`config.mk`:
```
export PLATFORM = sky130hd
export DESIGN_NAME = interval_timer_slots
export DESIGN_NICKNAME = d
export VERILOG_FILES = /design/src/sv/its_pkg.sv /design/src/sv/interval_timer_slots.sv
export SDC_FILE = /design/constraint.sdc
export NUM_CORES = 1
export LEC_CHECK = 0
export BUFFER_PORTS_ARGS = -buffer_cell sky130_fd_sc_hd__buf_4
export CAP_MARGIN = 30
export CELL_PAD_IN_SITES_DETAIL_PLACEMENT = 1
export CELL_PAD_IN_SITES_GLOBAL_PLACEMENT = 2
export CORE_UTILIZATION = 49
export CTS_BUF_LIST = sky130_fd_sc_hd__clkbuf_8
export DETAILED_ROUTE_END_ITERATION = 8
export GPL_TIMING_DRIVEN = 1
export PLACE_DENSITY = 0.91
export REMOVE_ABC_BUFFERS = 1
export SYNTH_ARGS = -nofsm -noshare
export SYNTH_HDL_FRONTEND = slang
export SYNTH_SLANG_ARGS = --single-unit
```
`constraint.sdc`:
```
create_clock -name clk -period 12.2 [get_ports clk]
set_clock_uncertainty 0.1 [all_clocks]
set_input_delay 1.83 -clock clk [delete_from_list [all_inputs] [get_ports clk]]
set_output_delay 1.83 -clock clk [all_outputs]
set_load 0.02 [all_outputs]
```
`src/sv/its_pkg.sv`:
```
// Shared types, widths and codes for the interval timer slot table.
package its_pkg;

    localparam int TIME_W        = 32;
    localparam int PERIOD_W      = 31;
    localparam int KIND_W        = 2;
    localparam int SLOT_W        = 3;
    localparam int WRAP_W        = 16;
    localparam int SLOT_COUNT_DEF = 8;
    localparam int MAX_RESULTS   = 8;
    localparam int RES_IDX_W     = $clog2(MAX_RESULTS);
    localparam int RES_CNT_W     = $clog2(MAX_RESULTS + 1);

    localparam logic [WRAP_W-1:0] WRAP_MAX = {WRAP_W{1'b1}};

    typedef logic [KIND_W-1:0] kind_t;

    localparam logic  CMD_TICK       = 1'b0;
    localparam logic  CMD_ADD        = 1'b1;

    localparam kind_t KIND_FIRED     = 2'd0;
    localparam kind_t KIND_IDLE_TICK = 2'd1;
    localparam kind_t KIND_ADDED     = 2'd2;
    localparam kind_t KIND_REFUSED   = 2'd3;

endpackage

```
`src/sv/interval_timer_slots.sv`:
```
// Interval timer slot table: slot memory, scan sequencer and result output register.
// An add request writes a free slot, if any, in its accepting cycle and offers its single result from the emit state.
// A tick request scans every slot through one read port of the slot memory, one slot a cycle,
// then delivers one result per cycle while the output is not stalled.
// Reset clears the active flags, the wrap counter and all control; the memory is not cleared.
module interval_timer_slots
    import its_pkg::*;
#(
    parameter int SLOT_COUNT = SLOT_COUNT_DEF
)
(
    input  logic                clk,
    input  logic                rst_n,
    input  logic                in_valid,
    output logic                in_stall,
    input  logic                command,
    input  logic [TIME_W-1:0]   now_ms,
    input  logic [PERIOD_W-1:0] interval_ms,
    output logic                out_valid,
    input  logic                out_stall,
    output logic [KIND_W-1:0]   kind,
    output logic [SLOT_W-1:0]   slot,
    output logic [WRAP_W-1:0]   wrap_total,
    output logic                last
);

    localparam int IDX_W = (SLOT_COUNT > 1) ? $clog2(SLOT_COUNT) : 1;
    localparam int CNT_W = $clog2(SLOT_COUNT + 1);
    localparam int MEM_W = PERIOD_W + TIME_W;

    localparam logic [1:0] ST_IDLE = 2'd0;
    localparam logic [1:0] ST_SCAN = 2'd1;
    localparam logic [1:0] ST_EMIT = 2'd2;

    logic [1:0]            state_reg, state_next;
    logic [SLOT_COUNT-1:0] active_reg, active_next;
    logic [WRAP_W-1:0]     wrap_reg, wrap_next;
    logic                  wrapped_reg, wrapped_next;
    logic [CNT_W-1:0]      issue_reg, issue_next;
    logic                  chk_valid_reg, chk_valid_next;
    logic [IDX_W-1:0]      chk_idx_reg, chk_idx_next;
    logic [RES_CNT_W-1:0]  fire_cnt_reg, fire_cnt_next;
    logic [RES_CNT_W-1:0]  emit_reg, emit_next;
    logic [TIME_W-1:0]     now_reg, now_next;
    kind_t                 single_kind_reg, single_kind_next;
    logic [SLOT_W-1:0]     single_slot_reg, single_slot_next;
    logic [SLOT_W-1:0]     queue_reg [MAX_RESULTS];

    logic                  out_valid_reg, out_valid_next;
    kind_t                 out_kind_reg, out_kind_next;
    logic [SLOT_W-1:0]     out_slot_reg, out_slot_next;
    logic [WRAP_W-1:0]     out_wrap_reg, out_wrap_next;
    logic                  out_last_reg, out_last_next;

    logic [MEM_W-1:0]      mem [SLOT_COUNT];
    logic [MEM_W-1:0]      rd_data_reg;
    logic [IDX_W-1:0]      rd_addr;
    logic                  mem_we;
    logic [IDX_W-1:0]      mem_waddr;
    logic [MEM_W-1:0]      mem_wdata;

    logic                  in_accept;
    logic                  out_free;
    logic                  any_free;
    logic [IDX_W-1:0]      free_idx;
    logic [PERIOD_W-1:0]   rd_period;
    logic [TIME_W-1:0]     rd_ref;
    logic [TIME_W-1:0]     elapsed;
    logic                  went_back;
    logic                  fires;
    logic                  chk_active;
    logic                  q_we;
    logic [RES_IDX_W-1:0]  q_waddr;
    logic [RES_CNT_W-1:0]  res_total;
    logic                  emit_last;

    assign in_stall   = (state_reg != ST_IDLE);
    assign in_accept  = in_valid && !in_stall;
    assign out_free   = !out_valid_reg || !out_stall;
    assign out_valid  = out_valid_reg;
    assign kind       = out_kind_reg;
    assign slot       = out_slot_reg;
    assign wrap_total = out_wrap_reg;
    assign last       = out_last_reg;

    assign any_free = ~&active_reg;

    always_comb
    begin
        free_idx = '0;
        for (int i = SLOT_COUNT - 1; i >= 0; i--)
        begin
            if (!active_reg[i])
            begin
                free_idx = IDX_W'(i);
            end
        end
    end

    assign rd_addr    = issue_reg[IDX_W-1:0];
    assign rd_period  = rd_data_reg[MEM_W-1:TIME_W];
    assign rd_ref     = rd_data_reg[TIME_W-1:0];
    assign elapsed    = now_reg - rd_ref;
    assign went_back  = now_reg < rd_ref;
    assign fires      = went_back ? (rd_period == '0) : (elapsed >= {1'b0, rd_period});
    assign chk_active = chk_valid_reg && active_reg[chk_idx_reg];
    assign q_we       = chk_active && fires && (fire_cnt_reg < RES_CNT_W'(MAX_RESULTS));
    assign q_waddr    = fire_cnt_reg[RES_IDX_W-1:0];
    assign res_total  = (fire_cnt_reg == '0) ? RES_CNT_W'(1) : fire_cnt_reg;
    assign emit_last  = (emit_reg + RES_CNT_W'(1)) == res_total;

    always_comb
    begin
        state_next       = state_reg;
        active_next      = active_reg;
        wrap_next        = wrap_reg;
        wrapped_next     = wrapped_reg;
        issue_next       = issue_reg;
        chk_valid_next   = 1'b0;
        chk_idx_next     = chk_idx_reg;
        fire_cnt_next    = fire_cnt_reg;
        emit_next        = emit_reg;
        now_next         = now_reg;
        single_kind_next = single_kind_reg;
        single_slot_next = single_slot_reg;
        out_valid_next   = out_valid_reg && out_stall;
        out_kind_next    = out_kind_reg;
        out_slot_next    = out_slot_reg;
        out_wrap_next    = out_wrap_reg;
        out_last_next    = out_last_reg;
        mem_we           = 1'b0;
        mem_waddr        = chk_idx_reg;
        mem_wdata        = {rd_period, now_reg};

        case (state_reg)
            ST_IDLE:
            begin
                if (in_accept)
                begin
                    fire_cnt_next = '0;
                    emit_next     = '0;
                    now_next      = now_ms;
                    if (command == CMD_ADD)
                    begin
                        state_next = ST_EMIT;
                        if (any_free)
                        begin
                            mem_we                = 1'b1;
                            mem_waddr             = free_idx;
                            mem_wdata             = {interval_ms, now_ms};
                            active_next[free_idx] = 1'b1;
                            single_kind_next      = KIND_ADDED;
                            single_slot_next      = SLOT_W'(free_idx);
                        end
                        else
                        begin
                            single_kind_next = KIND_REFUSED;
                            single_slot_next = '0;
                        end
                    end
                    else
                    begin
                        state_next       = ST_SCAN;
                        issue_next       = '0;
                        wrapped_next     = 1'b0;
                        single_kind_next = KIND_IDLE_TICK;
                        single_slot_next = '0;
                    end
                end
            end
            ST_SCAN:
            begin
                if (issue_reg < CNT_W'(SLOT_COUNT))
                begin
                    chk_valid_next = 1'b1;
                    chk_idx_next   = issue_reg[IDX_W-1:0];
                    issue_next     = issue_reg + CNT_W'(1);
                end
                if (chk_active)
                begin
                    if (went_back && !wrapped_reg)
                    begin
                        wrapped_next = 1'b1;
                        if (wrap_reg != WRAP_MAX)
                        begin
                            wrap_next = wrap_reg + WRAP_W'(1);
                        end
                    end
                    mem_we = went_back || fires;
                end
                if (q_we)
                begin
                    fire_cnt_next = fire_cnt_reg + RES_CNT_W'(1);
                end
                if (!chk_valid_reg && (issue_reg == CNT_W'(SLOT_COUNT)))
                begin
                    state_next = ST_EMIT;
                end
            end
            ST_EMIT:
            begin
                if (out_free)
                begin
                    out_valid_next = 1'b1;
                    out_wrap_next  = wrap_reg;
                    out_last_next  = emit_last;
                    if (fire_cnt_reg == '0)
                    begin
                        out_kind_next = single_kind_reg;
                        out_slot_next = single_slot_reg;
                    end
                    else
                    begin
                        out_kind_next = KIND_FIRED;
                        out_slot_next = queue_reg[emit_reg[RES_IDX_W-1:0]];
                    end
                    if (emit_last)
                    begin
                        state_next = ST_IDLE;
                    end
                    else
                    begin
                        emit_next = emit_reg + RES_CNT_W'(1);
                    end
                end
            end
            default:
            begin
                state_next = ST_IDLE;
            end
        endcase
    end

    always_ff @(posedge clk or negedge rst_n)
    begin
        if (!rst_n)
        begin
            state_reg     <= ST_IDLE;
            active_reg    <= '0;
            wrap_reg      <= '0;
            wrapped_reg   <= 1'b0;
            issue_reg     <= '0;
            chk_valid_reg <= 1'b0;
            fire_cnt_reg  <= '0;
            emit_reg      <= '0;
            out_valid_reg <= 1'b0;
        end
        else
        begin
            state_reg     <= state_next;
            active_reg    <= active_next;
            wrap_reg      <= wrap_next;
            wrapped_reg   <= wrapped_next;
            issue_reg     <= issue_next;
            chk_valid_reg <= chk_valid_next;
            fire_cnt_reg  <= fire_cnt_next;
            emit_reg      <= emit_next;
            out_valid_reg <= out_valid_next;
        end
    end

    always_ff @(posedge clk)
    begin
        chk_idx_reg     <= chk_idx_next;
        now_reg         <= now_next;
        single_kind_reg <= single_kind_next;
        single_slot_reg <= single_slot_next;
        out_kind_reg    <= out_kind_next;
        out_slot_reg    <= out_slot_next;
        out_wrap_reg    <= out_wrap_next;
        out_last_reg    <= out_last_next;
        if (q_we)
        begin
            queue_reg[q_waddr] <= SLOT_W'(chk_idx_reg);
        end
    end

    always_ff @(posedge clk)
    begin
        if (mem_we)
        begin
            mem[mem_waddr] <= mem_wdata;
        end
        rd_data_reg <= mem[rd_addr];
    end

    // The fire queue never holds more entries than there are result places.
    assert property (@(posedge clk) disable iff (!rst_n)
        fire_cnt_reg <= RES_CNT_W'(MAX_RESULTS))
    else $error("fire count exceeds result capacity");

    // A slot check is only in flight while the scan runs.
    assert property (@(posedge clk) disable iff (!rst_n)
        chk_valid_reg |-> (state_reg == ST_SCAN))
    else $error("slot check outside scan");

    // The wrap counter only ever moves upwards.
    assert property (@(posedge clk) disable iff (!rst_n)
        wrap_reg >= $past(wrap_reg))
    else $error("wrap counter decreased");

    // The final result of a request returns the sequencer to idle.
    assert property (@(posedge clk) disable iff (!rst_n)
        (state_reg == ST_EMIT && out_free && emit_last) |=> (state_reg == ST_IDLE))
    else $error("sequencer did not return to idle after last result");

    // Active flags are only ever set, and only by an add request.
    assert property (@(posedge clk) disable iff (!rst_n)
        (active_reg != $past(active_reg)) |-> $past(in_accept && command == CMD_ADD))
    else $error("active flags changed without an add request");

endmodule

```
# After elaboration in Yosys (flattened, before gate mapping)
# Memory sizes are Yosys's and may differ from the RTL's. A register that Yosys moved wholly into a read port is not among the register bits.
# Index checks and enable logic that the tools add are counted.
[op_classes] bitwise=3 magnitude_cmp=7 addsub=5 reduce_logical=33 eq_ne=15 mux=58
[op_table] op="63-bit 2-to-1 mux" count=4
[op_table] op="3-bit 2-to-1 mux" count=13
[op_table] op="32-bit by 31-bit greater-or-equal comparator with 1-bit output" count=1
[op_table] op="32-bit < comparator" count=1
[op_table] op="4-bit 2-to-1 mux" count=8
[op_table] op="32-bit subtractor" count=1
[op_table] op="31-bit zero test" count=1
[op_table] op="4-bit one-hot mux with 2 select lines" count=3
[op_table] op="1-bit 2-to-1 mux" count=20
[op_table] op="2-bit != test (second input constant)" count=10
[op_table] op="4-bit AND reduction" count=5
[op_table] op="16-bit by 1-bit adder with 16-bit output (second input constant)" count=1
[op_table] op="16-bit != test (second input constant)" count=1
[op_table] op="4-bit by 1-bit adder with 4-bit output (second input constant)" count=3
[op_table] op="2-bit 2-to-1 mux" count=5
[op_table] op="1-bit logical AND" count=8
[op_table] op="3-bit by 4-bit < comparator with 1-bit output (second input constant)" count=2
[op_table] op="4-bit < comparator (second input constant)" count=2
[op_table] op="8-bit bitwise OR" count=1
[op_table] op="8-bit AND reduction" count=1
[op_table] op="2-bit one-hot mux with 3 select lines" count=1
[op_table] op="2-bit AND reduction" count=3
[op_table] op="2-bit nonzero test" count=3
[op_table] op="1-bit zero test" count=5
[op_table] op="15 further kinds" count=18
[word_totals] mem_count=2 output_inout_bits=24 ramBits=528 reg_bits=103
[memory_table] memory="mem" words=8 width=63 read_ports=1 rd_ports_with_merged_regs=1 wr=1 line="interval_timer_slots.sv:55" text="logic [MEM_W-1:0] mem [SLOT_COUNT];"
[memory_table] memory="queue_reg" words=8 width=3 read_ports=1 rd_ports_with_merged_regs=0 wr=1 line="interval_timer_slots.sv:47" text="logic [SLOT_W-1:0] queue_reg [MAX_RESULTS];"

# Logic depth before layout (Yosys ltp)
# Gate-level depths: netlist (run 1).
[depth] word_depth=13 ltp_mapped=22

# Worst setup path before layout (run 1)
# Ideal clock, no wire load.
[synth_timing] kind="flip-flop to flip-flop" from="register now_reg[7]" to="memory mem[7][0] (netlist name) (enable)" stages_incl_launch_ff=20 path_buffers=0 period_less_slack_ps=8775 slack_ps=3425 t_required_ps=11539 setup_time_ps=561 t_arrival_ps=8114 cell_sequence="edfxtp_1 ha_1 a2111o_1 o21ai_0 a21oi_1 o31a_1 o31ai_2 o211ai_1 a21oi_1 xnor2_1 ha_1 nand2_1 o21ai_0 o2111a_1 nand4_1 a31oi_1 a211oi_1 nand3_1 a32oi_1 nor3_1"
[synth_via] elab_chain_len=8 word_cells_on_any_way=9
[synth_lines] item="start, declared" line="interval_timer_slots.sv:44" text="logic [TIME_W-1:0] now_reg, now_next;"
[synth_lines] item="start signal, assigned" line="interval_timer_slots.sv:265" text="now_reg <= now_next;"
[synth_lines] item="32-bit subtractor" line="interval_timer_slots.sv:103" text="assign elapsed = now_reg - rd_ref;"
[synth_lines] item="32-bit by 31-bit greater-or-equal comparator with 1-bit output" line="interval_timer_slots.sv:105" text="assign fires = went_back ? (rd_period == '0) : (elapsed >= {1'b0, rd_period});"
[synth_lines] item="1-bit 2-to-1 mux" line="interval_timer_slots.sv:105"
[synth_lines] item="1-bit logical OR *" line="interval_timer_slots.sv:189" text="mem_we = went_back || fires;"
[synth_lines] item="1-bit 2-to-1 mux *" line="interval_timer_slots.sv:179" text="if (chk_active)"
[synth_lines] item="1-bit one-hot mux with 2 select lines *" line="interval_timer_slots.sv:135" text="case (state_reg)"
[synth_lines] item="1-bit 2-to-1 mux *" line="interval_timer_slots.sv:280" text="if (mem_we)"
[synth_lines] item="1-bit 2-to-1 mux (not written as such) *" line="interval_timer_slots.sv:282" text="mem[mem_waddr] <= mem_wdata;"
[synth_lines] item="end, declared" line="interval_timer_slots.sv:55"
# Every way passes the cells marked *; elsewhere a longest branch is shown, timed or not.

# Final worst setup path (run 1)
[layout_timing] from="register now_reg[0]" to="memory mem[7][50] (netlist name) (enable)"
# The elaborated chain is that of the path after synthesis.

==> metrics.md, run 1 <==
| Metric | Value |
|---|---|
| Yosys warning total | 0 |
| Initial antenna violation count | 0 |
| Ys async rst share | 0.0591 |
| First-pass GRT wire length | 103 mm |
| Starting density of the core | 0.500 |
| Library cells used by synthesis | 68 |
| Vias/cell | 5.75 |
| Detail Route Antenna Nets | 0 |
| Crit. End Element | flop |
| Largest net degree at the start of global routing | 103 |
| Final-stage net count | 2010 |
| Crit start category | flop |
| HP Class | reg2reg |
| H-tree depth | 3 |
| Seq cells post-synth | 694 |
| Share of layout cells above drive strength 1 | 0.249 |
| ANT cells | 0 |
| Remaining DRCs | 0 |
| Final GP Congestion | 0.789 |
| Post-synth EDFFs | 590 |
| DRT Wirelength | 67.2 mm |
| Total gr overflow | 0 |
| Max-slew violation count | 0 |
| DP HPWL | 41.8 mm |
| Seq/Total Area, Yosys | 0.704 |
| # Post-CTS Setup Buffers | 0 |
| Mean post-synth cell area | 16.7 sq um |
| Final WS setup | 5390 ps |
| IO buf count | 91 |
| Final period utilization | 0.558 |
| Vias in the first global route | 17500 |
| Clock buffer count from CTS | 111 |
| Root buffer cell | clkbuf_8 |
| Synth area leader | edfxtp_1 |
| Worst-Skew Late Latency | 720 ps |
| Post-place setup slack | 5310 ps |
| Initial drt markers | 1050 |
| Top cells by area, synth | edfxtp_1 62%, mux4_2 11%, dfxtp_1 4.4% |
| DR WL/cell | 24.7 microns |
| Width of the chip | 243 microns |
| Worst-path clk slew | 60 ps |
| Setup CP Type | reg2reg |
| CP arrival | 7140 ps |
| Worst vdd rail ir drop | 185 uV |
| Max Cap Viol | 0 |
| # IOs | 92 |
| Leakage power | 11.6 nW |
| Row count | 87 |
| Die Y | 243 microns |
| Crit Path Max Fanout | 39 |
| Die ar. | 0.0590 sq mm |
| PwrDens | 243 mW/mm^2 |
| Critical Path RT | 12530 ps |
| Yosys top cell area share | 0.623 |
| Crit path launch | now_reg[0] |
| Max reg flops | 504 |
| Vias | 15700 |
| Post-cts sizing count | 0 |
| Final setup TNS | 0 ps |
| Synthesized area | 0.0284 sq mm |
| RSZ-0062 raised after global routing | false |
| Max Root-Sink Buffers | 3 |
| Main synth FF type | edfxtp_1 |
| # setup viols final | 0 |
| Drt first pass iters | 5 |
| CTS sink cnt | 694 |
| Hold buffer count at cts | 0 |
| Launch point of the worst reg-to-reg path | now_reg[0] |
| Outcome | finished clean |
| Min-Delay Startpoint | wrap_reg[12] |
| CTS tree | built |
| Cells after Synth | 1702 |
| Rel. slew slack | 0.342 |
| Area of the core | 0.0568 sq mm |
| Final Hold Fails | 0 |
| Total Routing Usage GR | 0.233 |
| Peak Freq | 147 MHz |
| Area growth from synthesis to layout | 14.2% |
| Worst Max-Slew Pin Slew | 977 ps |
| Minimum clock period | 6810 ps |
| Post-Route Utilization | 0.571 |
## cells in the final DEF (no fill, tap or decap), types with 4 or more instances in the layout
| cell | instances |
|---|---|
| a211oi_1 | 9 |
| a21o_1 | 16 |
| a21oi_1 | 38 |
| a22oi_1 | 4 |
| a31oi_1 | 6 |
| and2_1 | 4 |
| and3_1 | 10 |
| buf_16 | 8 |
| buf_4 | 104 |
| clkbuf_8 | 126 |
| clkinv_1 | 22 |
| clkinv_2 | 17 |
| dfrtp_1 | 38 |
| dfxtp_1 | 63 |
| edfxtp_1 | 590 |
| ha_1 | 69 |
| inv_1 | 117 |
| mux2_2 | 65 |
| mux2i_1 | 5 |
| mux4_2 | 134 |
| nand2_1 | 186 |
| nand2b_1 | 13 |
| nand3_1 | 21 |
| nand4_1 | 9 |
| nor2_1 | 55 |
| nor2_4 | 7 |
| nor2b_1 | 7 |
| nor3_1 | 14 |
| nor4_1 | 7 |
| o211ai_1 | 6 |
| o21a_1 | 9 |
| o21ai_0 | 71 |
| o31ai_1 | 4 |
| xnor2_1 | 21 |
| xor2_1 | 22 |
## per-stage QoR
stage	hold slack, ps	instance area (sq um)	cells	total power [mW]
4_1_cts	397	32400	2720	7.95
5_1_grt	413	32500	2723	8.32
3_5_place_dp	386	30200	2512	6.02
3_3_place_gp	373	30000	2503	5.84
2_1_floorplan	350	28200	1642	5.28
6_report	389	32500	2723	7.89
## critical path, cell delays in order (launching register included)
cell,delay (ps)
edfxtp_1,380
inv_1,90
ha_1,200
fa_1,240
nor2b_1,80
o31a_1,290
o21ai_0,380
a21oi_1,220
o31a_1,360
o31ai_2,380
o211ai_1,130
a21oi_1,180
xnor2_1,140
ha_1,250
nand2_1,80
o21ai_0,130
o2111a_1,290
a221oi_1,240
o21ai_0,140
a211oi_1,490
nand3_1,220
a32oi_1,770
nor3_2,120
buf_4,320
buf_16,280
## layout make-up
type | instances | area (sq um)
tap | 756 | 946
sequential | 694 | 20000
inverter | 84 | 315
clock buffer | 126 | 1730
fill | 5247 | 24400
timing repair buffer | 117 | 1080
clock inverter | 82 | 423
multi-input combinational | 864 | 7940
## where the power goes
group | total, mW | switching (mW) | internal, mW
registers | 3.36 | 0.214 | 3.14
clock network | 1.90 | 0.921 | 0.977
logic | 2.63 | 1.54 | 1.09
total | 7.89 | 2.67 | 5.21
## synth_stat cells (all sizes together) (4+ instances only)
cell	number
edfxtp	590
nand2	187
mux4	134
inv	83
o21ai	72
ha	69
mux2	66
dfxtp	63
nor2	63
clkbuf	42
dfrtp	41
a21oi	38
xor2	22
nand3	21
xnor2	21
buf	18
nor3	17
a21o	16
nand2b	13
and3	10
a211oi	9
nand4	9
o21a	9
a31oi	7
nor2b	7
nor4	7
o211ai	6
mux2i	5
o31ai	5
a22oi	4
and2	4
or3	4
## logic make-up (layout without fill, tap and decap cells)
group | count (synthesis) | count (layout) | synth area share
xor gates and xnor gates | 43 | 43 | 0.0133
AOI/OAI and AO/OA | 197 | 197 | 0.0443
adders and majority gates | 70 | 70 | 0.0311
DFF | 694 | 694 | 0.704
muxes | 205 | 205 | 0.134
buffers and inverters | 144 | 409 | 0.0191
and+or+nand+nor | 349 | 349 | 0.0541
## routing by layer
layer,track usage,part of all wire,up-vias
li1,-,-,6940
met5,0,0,-
met4,0.0686,0.022,0
met1,0.292,0.41,8212
met2,0.415,0.53,415
met3,0.0368,0.042,97
## worst paths after layout
check	end	cells past startpoint	slack, ps
max in group asynchronous	issue_reg[0]	1	10550
min reg2reg	wrap_reg[12]	1	390
min	wrap_reg[12]	1	390
max reg2reg	mem[7][50]	24	5390
max	mem[7][50]	24	5390
min in group asynchronous	wrap_reg[3]	1	1030
No activity file was read; power rests on OpenSTA's default activity.
==> inputs of run 2 (changes only) <==
--- a/config.mk
+++ b/config.mk
@@ -9,11 +9,11 @@
 export CAP_MARGIN = 30
 export CELL_PAD_IN_SITES_DETAIL_PLACEMENT = 1
 export CELL_PAD_IN_SITES_GLOBAL_PLACEMENT = 2
-export CORE_UTILIZATION = 49
+export CORE_UTILIZATION = 44
 export CTS_BUF_LIST = sky130_fd_sc_hd__clkbuf_8
 export DETAILED_ROUTE_END_ITERATION = 8
 export GPL_TIMING_DRIVEN = 1
-export PLACE_DENSITY = 0.91
+export PLACE_DENSITY = 0.87
 export REMOVE_ABC_BUFFERS = 1
 export SYNTH_ARGS = -nofsm -noshare
 export SYNTH_HDL_FRONTEND = slang
==> constraint.sdc (replaced) <==
create_clock -name clk -period 5.95 [get_ports clk]
set_clock_uncertainty 0.1 [all_clocks]
set_input_delay 0.8925 -clock clk [delete_from_list [all_inputs] [get_ports clk]]
set_output_delay 0.8925 -clock clk [all_outputs]
set_load 0.02 [all_outputs]
==> metrics.md, run 2 (same netlist as run 1, synthesis figures left out) <==
| Metric | Value |
|---|---|
| Drt first pass iters | 5 |
| CP arrival | 6110 ps |
| Post-Route Utilization | 0.517 |
| Initial antenna violation count | 0 |
| Final-stage net count | 2023 |
| Setup CP Type | reg2reg |
| Vias/cell | 5.53 |
| First-pass GRT wire length | 102 mm |
| RSZ-0062 raised after global routing | false |
| Reg power frac | 0.418 |
| Area of the core | 0.0634 sq mm |
| Total power draw | 16.5 mW |
| Vias | 15600 |
| Rel. slew slack | 0.356 |
| Final setup TNS | 0 ps |
| CTS sink cnt | 694 |
| Clock buffer count from CTS | 110 |
| P_int | 10.9 mW |
| Total gr overflow | 0 |
| Final Hold Fails | 0 |
| Max Root-Sink Buffers | 3 |
| Worst-case reg-to-reg path depth | 22 |
| Final GP Congestion | 0.814 |
| Minimum clock period | 5790 ps |
| PwrDens | 504 mW/mm^2 |
| Die ar. | 0.0656 sq mm |
| Row count | 92 |
| HP Class | in2reg |
| H-tree depth | 3 |
| Outcome | finished clean |
| DP HPWL | 41.6 mm |
| Combinational Power Share | 0.335 |
| Initial drt markers | 1013 |
| Remaining DRCs | 0 |
| Crit. End Element | flop |
| # IOs | 92 |
| Worst-Skew Late Latency | 740 ps |
| Critical Path RT | 6260 ps |
| DRT Wirelength | 67.8 mm |
| Filler instances | 5971 |
| Commonest cells after routing, fill and taps aside | 590 x edfxtp_1, 186 x nand2_1, 134 x mux4_2 |
| Cell Count Post-Placement | 2608 |
| Starting density of the core | 0.448 |
| Share of layout cells above drive strength 1 | 0.265 |
| IO buf count | 91 |
| Worst Max-Slew Pin Slew | 956 ps |
| Commonest non-fill, non-tap cell in the layout | edfxtp_1 |
| CTS tree | built |
| Largest net degree at the start of global routing | 87 |
| ANT cells | 0 |
| Max reg flops | 504 |
| Leakage power | 11.7 nW |
| Peak Freq | 173 MHz |
| Max Cap Viol | 0 |
| Die Y | 256 microns |
| Hold-critical path depth | 1 |
| Max-slew violation count | 0 |
| Vias in the first global route | 16900 |
| Crit Path Max Fanout | 16 |
| Area growth from synthesis to layout | 15.5% |
| Total Routing Usage GR | 0.206 |
| Detail Route Antenna Nets | 0 |
| Worst vdd rail ir drop | 291 uV |
| Worst-path clk slew | 60 ps |
| Net switching power | 5.64 mW |
| # setup viols final | 0 |
| DR WL/cell | 24.0 microns |
| Net Sw Frac | 0.341 |
| Crit start category | flop |
| WHS | 263 ps |
| Final Non-Filler Cells | 2827 |
| Width of the chip | 256 microns |
| Clock network fraction of design power | 0.247 |
| Root buffer cell | clkbuf_8 |
| Final period utilization | 0.974 |
run 2: cell count changes in the layout (fill, tap and decap cells not counted), sizes merged:
cell         change
clkinv           -6
dlygate4sd3      +1
clkinvlp         -1
inv              -1
clkbuf           +7
buf             +12
bufinv           +2
run 2: power by group through the flow:
stage          logic, mW  clock network (mW)  registers (mW)
2_1_floorplan       3.70                   0            7.11
3_3_place_gp        5.11                   0            6.97
6_report            5.54                4.08            6.92
3_5_place_dp        5.37                   0            7.03
4_1_cts             5.43                4.18            6.94
5_1_grt             6.05                4.37            7.00
run 2: cell type report:
type                    count  area (sq um)  area share
flip-flops and latches    694         20000       0.610
multi-input cells         864          8040       0.245
clock buffers             132          1820      0.0554
repair buffers            131          1130      0.0344
well taps                 846          1060      0.0323
clock inverters            76           447      0.0136
inverters                  84           315     0.00961
run 2: critical path, stage by stage, from the launching register on:
cell and delay [ps]:
edfxtp_1 400, ha_1 420, nand4_1 210, or2_1 350, or4_1 480, o32ai_4 260
o2111ai_1 230, a21oi_2 220, nor2_1 80, xnor2_1 130, ha_1 300, a21oi_1 150
o21ai_1 130, o2111a_1 300, a221oi_2 240, o21ai_0 140, a211oi_2 280, nand3_1 160
a32oi_1 240, buf_4 210, nor3_4 50, buf_4 190, buf_6 200
run 2: final timing paths:
check                               from             to  slack, ps
max in group asynchronous          rst_n   issue_reg[2]       4720
setup / recovery             now_reg[17]     mem[7][29]        160
hold / removal                 now_ms[0]     now_reg[0]        260
hold reg to reg            active_reg[6]  active_reg[6]        400
setup reg to reg             now_reg[17]     mem[7][29]        160
min in group asynchronous          rst_n    wrap_reg[7]        600
run 2: what timing repair did:
item	CTS	global route
buffers inserted	0	6
gates resized for setup	2	22
pin swaps	0	8
gates cloned	0	2
endpoints found under the hold margin	6	0
hold buffers	1	0
setup endpoints to repair	504	521
run 2: routing by layer:
layer  track usage  part of all wire  vias up
met1         0.259              0.41     8175
met3        0.0312             0.046      109
met2         0.362              0.52      381
li1              -                 -     6966
met4        0.0689             0.025        0
met5             0                 0        -
run 2: through the flow:
stage	setup WS [ps]	instance area [sq um]
2_1_floorplan	-3510	28200
3_3_place_gp	205	30300
3_5_place_dp	-84.4	30300
4_1_cts	32.3	32600
5_1_grt	10.7	32800
6_report	156	32800
==> inputs of run 3 (changes only) <==
--- a/config.mk
+++ b/config.mk
@@ -9,11 +9,11 @@
 export CAP_MARGIN = 30
 export CELL_PAD_IN_SITES_DETAIL_PLACEMENT = 1
 export CELL_PAD_IN_SITES_GLOBAL_PLACEMENT = 2
-export CORE_UTILIZATION = 44
+export CORE_UTILIZATION = 38
 export CTS_BUF_LIST = sky130_fd_sc_hd__clkbuf_8
 export DETAILED_ROUTE_END_ITERATION = 8
 export GPL_TIMING_DRIVEN = 1
-export PLACE_DENSITY = 0.87
+export PLACE_DENSITY = 0.78
 export REMOVE_ABC_BUFFERS = 1
 export SYNTH_ARGS = -nofsm -noshare
 export SYNTH_HDL_FRONTEND = slang
==> metrics.md, run 3 (same netlist as run 1, synthesis figures left out) <==
| Metric | Value |
|---|---|
| Area of the core | 0.0735 sq mm |
| Max Root-Sink Buffers | 3 |
| Final setup TNS | 0 ps |
| Launch point of the worst reg-to-reg path | now_reg[11] |
| Vias/cell | 5.23 |
| Total Routing Usage GR | 0.179 |
| IO buf count | 91 |
| Filler instances | 7124 |
| CP arrival | 6130 ps |
| Combinational Power Share | 0.335 |
| Worst Max-Slew Pin Slew | 964 ps |
| Share of layout cells above drive strength 1 | 0.266 |
| CTS sink cnt | 694 |
| Die ar. | 0.0759 sq mm |
| Clock network fraction of design power | 0.247 |
| Setup crit end | mem[6][5] |
| WHS | 75.5 ps |
| HP Class | in2async |
| Starting density of the core | 0.387 |
| DRT Wirelength | 66.8 mm |
| ANT cells | 0 |
| Minimum clock period | 5790 ps |
| Vias in the first global route | 16900 |
| Critical Path RT | 6290 ps |
| Worst-Skew Late Latency | 740 ps |
| Cell Count Post-Placement | 2728 |
| Width of the chip | 275 microns |
| # IOs | 92 |
| DP HPWL | 41.2 mm |
| PwrDens | 495 mW/mm^2 |
| Crit path launch | now_reg[11] |
| Register area | 0.0200 sq mm |
| CTS tree | built |
| Crit. End Element | flop |
| Total gr overflow | 0 |
| Commonest cells after routing, fill and taps aside | 590 x edfxtp_1, 186 x nand2_1, 134 x mux4_2 |
| Final GP Congestion | 0.806 |
| Final Hold Fails | 0 |
| Final Non-Filler Cells | 2953 |
| First-pass GRT wire length | 102 mm |
| Net switching power | 5.50 mW |
| DR WL/cell | 22.6 microns |
| Final-stage net count | 2037 |
| Max reg flops | 504 |
| Total power draw | 16.4 mW |
| Worst-path clk slew | 70 ps |
| Root buffer cell | clkbuf_8 |
| Critical R2R Capture | mem[6][5] |
| H-tree depth | 3 |
| Outcome | finished clean |
| Remaining DRCs | 0 |
| Reg power frac | 0.418 |
| Rel. slew slack | 0.356 |
| Hold buffer count at cts | 0 |
| Multi-input logic area | 0.00805 sq mm |
| Max-slew violation count | 0 |
| Clock buffer count from CTS | 109 |
| Peak Freq | 173 MHz |
| Drt first pass iters | 5 |
| Setup slack, reg-to-reg | 160 ps |
| Worst-case reg-to-reg path depth | 22 |
| Largest net degree at the start of global routing | 132 |
| Leakage power | 11.8 nW |
| # setup viols final | 0 |
| Commonest non-fill, non-tap cell in the layout | edfxtp_1 |
| Initial antenna violation count | 1 |
| Vias | 15400 |
| Setup CP Type | reg2reg |
| P_int | 10.9 mW |
| Area growth from synthesis to layout | 16.8% |
| Post-Route Utilization | 0.452 |
| Crit start category | flop |
| Row count | 99 |
| Net Sw Frac | 0.335 |
| Worst vdd rail ir drop | 260 uV |
| Crit Path Max Fanout | 21 |
| Die Y | 275 microns |
| Detail Route Antenna Nets | 0 |
| Max Cap Viol | 0 |
| Final period utilization | 0.974 |
| Initial drt markers | 1050 |
[run 3: changes by cell type in the layout (fill, tap and decap cells not counted), sizes merged]
| cell | previous run | this run |
|---|---|---|
| buf | 129 | 144 |
| clkbuf | 133 | 126 |
| clkinv | 33 | 37 |
| bufinv | 3 | 5 |
| dlygate4sd3 | 1 | 0 |
| inv | 123 | 122 |
| nor2 | 63 | 64 |
[run 3: stage by stage]
step           setup slack [ps]  cell area (sq um)
3_5_place_dp              -53.7              30600
4_1_cts                    5.73              32900
3_3_place_gp               53.0              30600
6_report                    156              33200
5_1_grt                   -35.2              33200
2_1_floorplan             -3510              28200
[run 3: timing repair]
action                                  CTS  global route
endpoints found under the setup margin  139           516
resized for setup                         1            30
cloned                                    1             1
pin swaps                                 3             3
endpoints found under the hold margin     0             0
setup buffers                             4            12
[run 3: worst min path at each step]
stage,end,cells after the start,slack [ps]
floorplan,wrap_reg[12],1,350
global placement,wrap_reg[8],1,370
detailed placement,wrap_reg[12],1,390
CTS,active_reg[7],1,30
global route,wrap_reg[4],1,80
finish,active_reg[7],1,80
[run 3: routing by layer]
layer / vias to the layer above / global-route usage / wire length [microns]
li1: 6985 / - / -
met1: 8047 / 0.235 / 29300
met2: 311 / 0.306 / 33700
met3: 96 / 0.0303 / 2500
met4: 2 / 0.0478 / 1320
met5: - / 0 / 13
[run 3: layout make-up]
type,count,share of cell area
sequential,694,0.603
multi-input combinational,865,0.243
clock buffer,125,0.0518
timing repair buffer,145,0.0412
tap,959,0.0361
clock inverter,81,0.0157
inverter,84,0.00950
[run 3: worst max-delay path, cell delays in order (launching register included)]
cell       delay (ps)
edfxtp_1          410
ha_1              410
and3_1            240
nand2_1           130
or4_1             540
o32ai_4           280
o2111ai_2         190
a21oi_2           180
nor2_1             70
xnor2_1           180
ha_1              280
a21oi_1           160
o21ai_0           150
o2111a_1          280
a221oi_1          240
o21ai_0           160
a211oi_2          360
nand3_1           190
a22oi_1           240
buf_6             230
nor3_4             60
buf_12            170
clkbuf_16         200
[run 3: power groups by stage]
stage,Sequential (mW),Combinational (mW),Clock (mW)
after floorplan,7.11,3.70,0
after global placement,6.94,5.23,0
after detailed placement,6.98,5.41,0
after CTS,6.89,5.47,4.18
after global routing,6.95,6.08,4.35
final,6.86,5.50,4.05
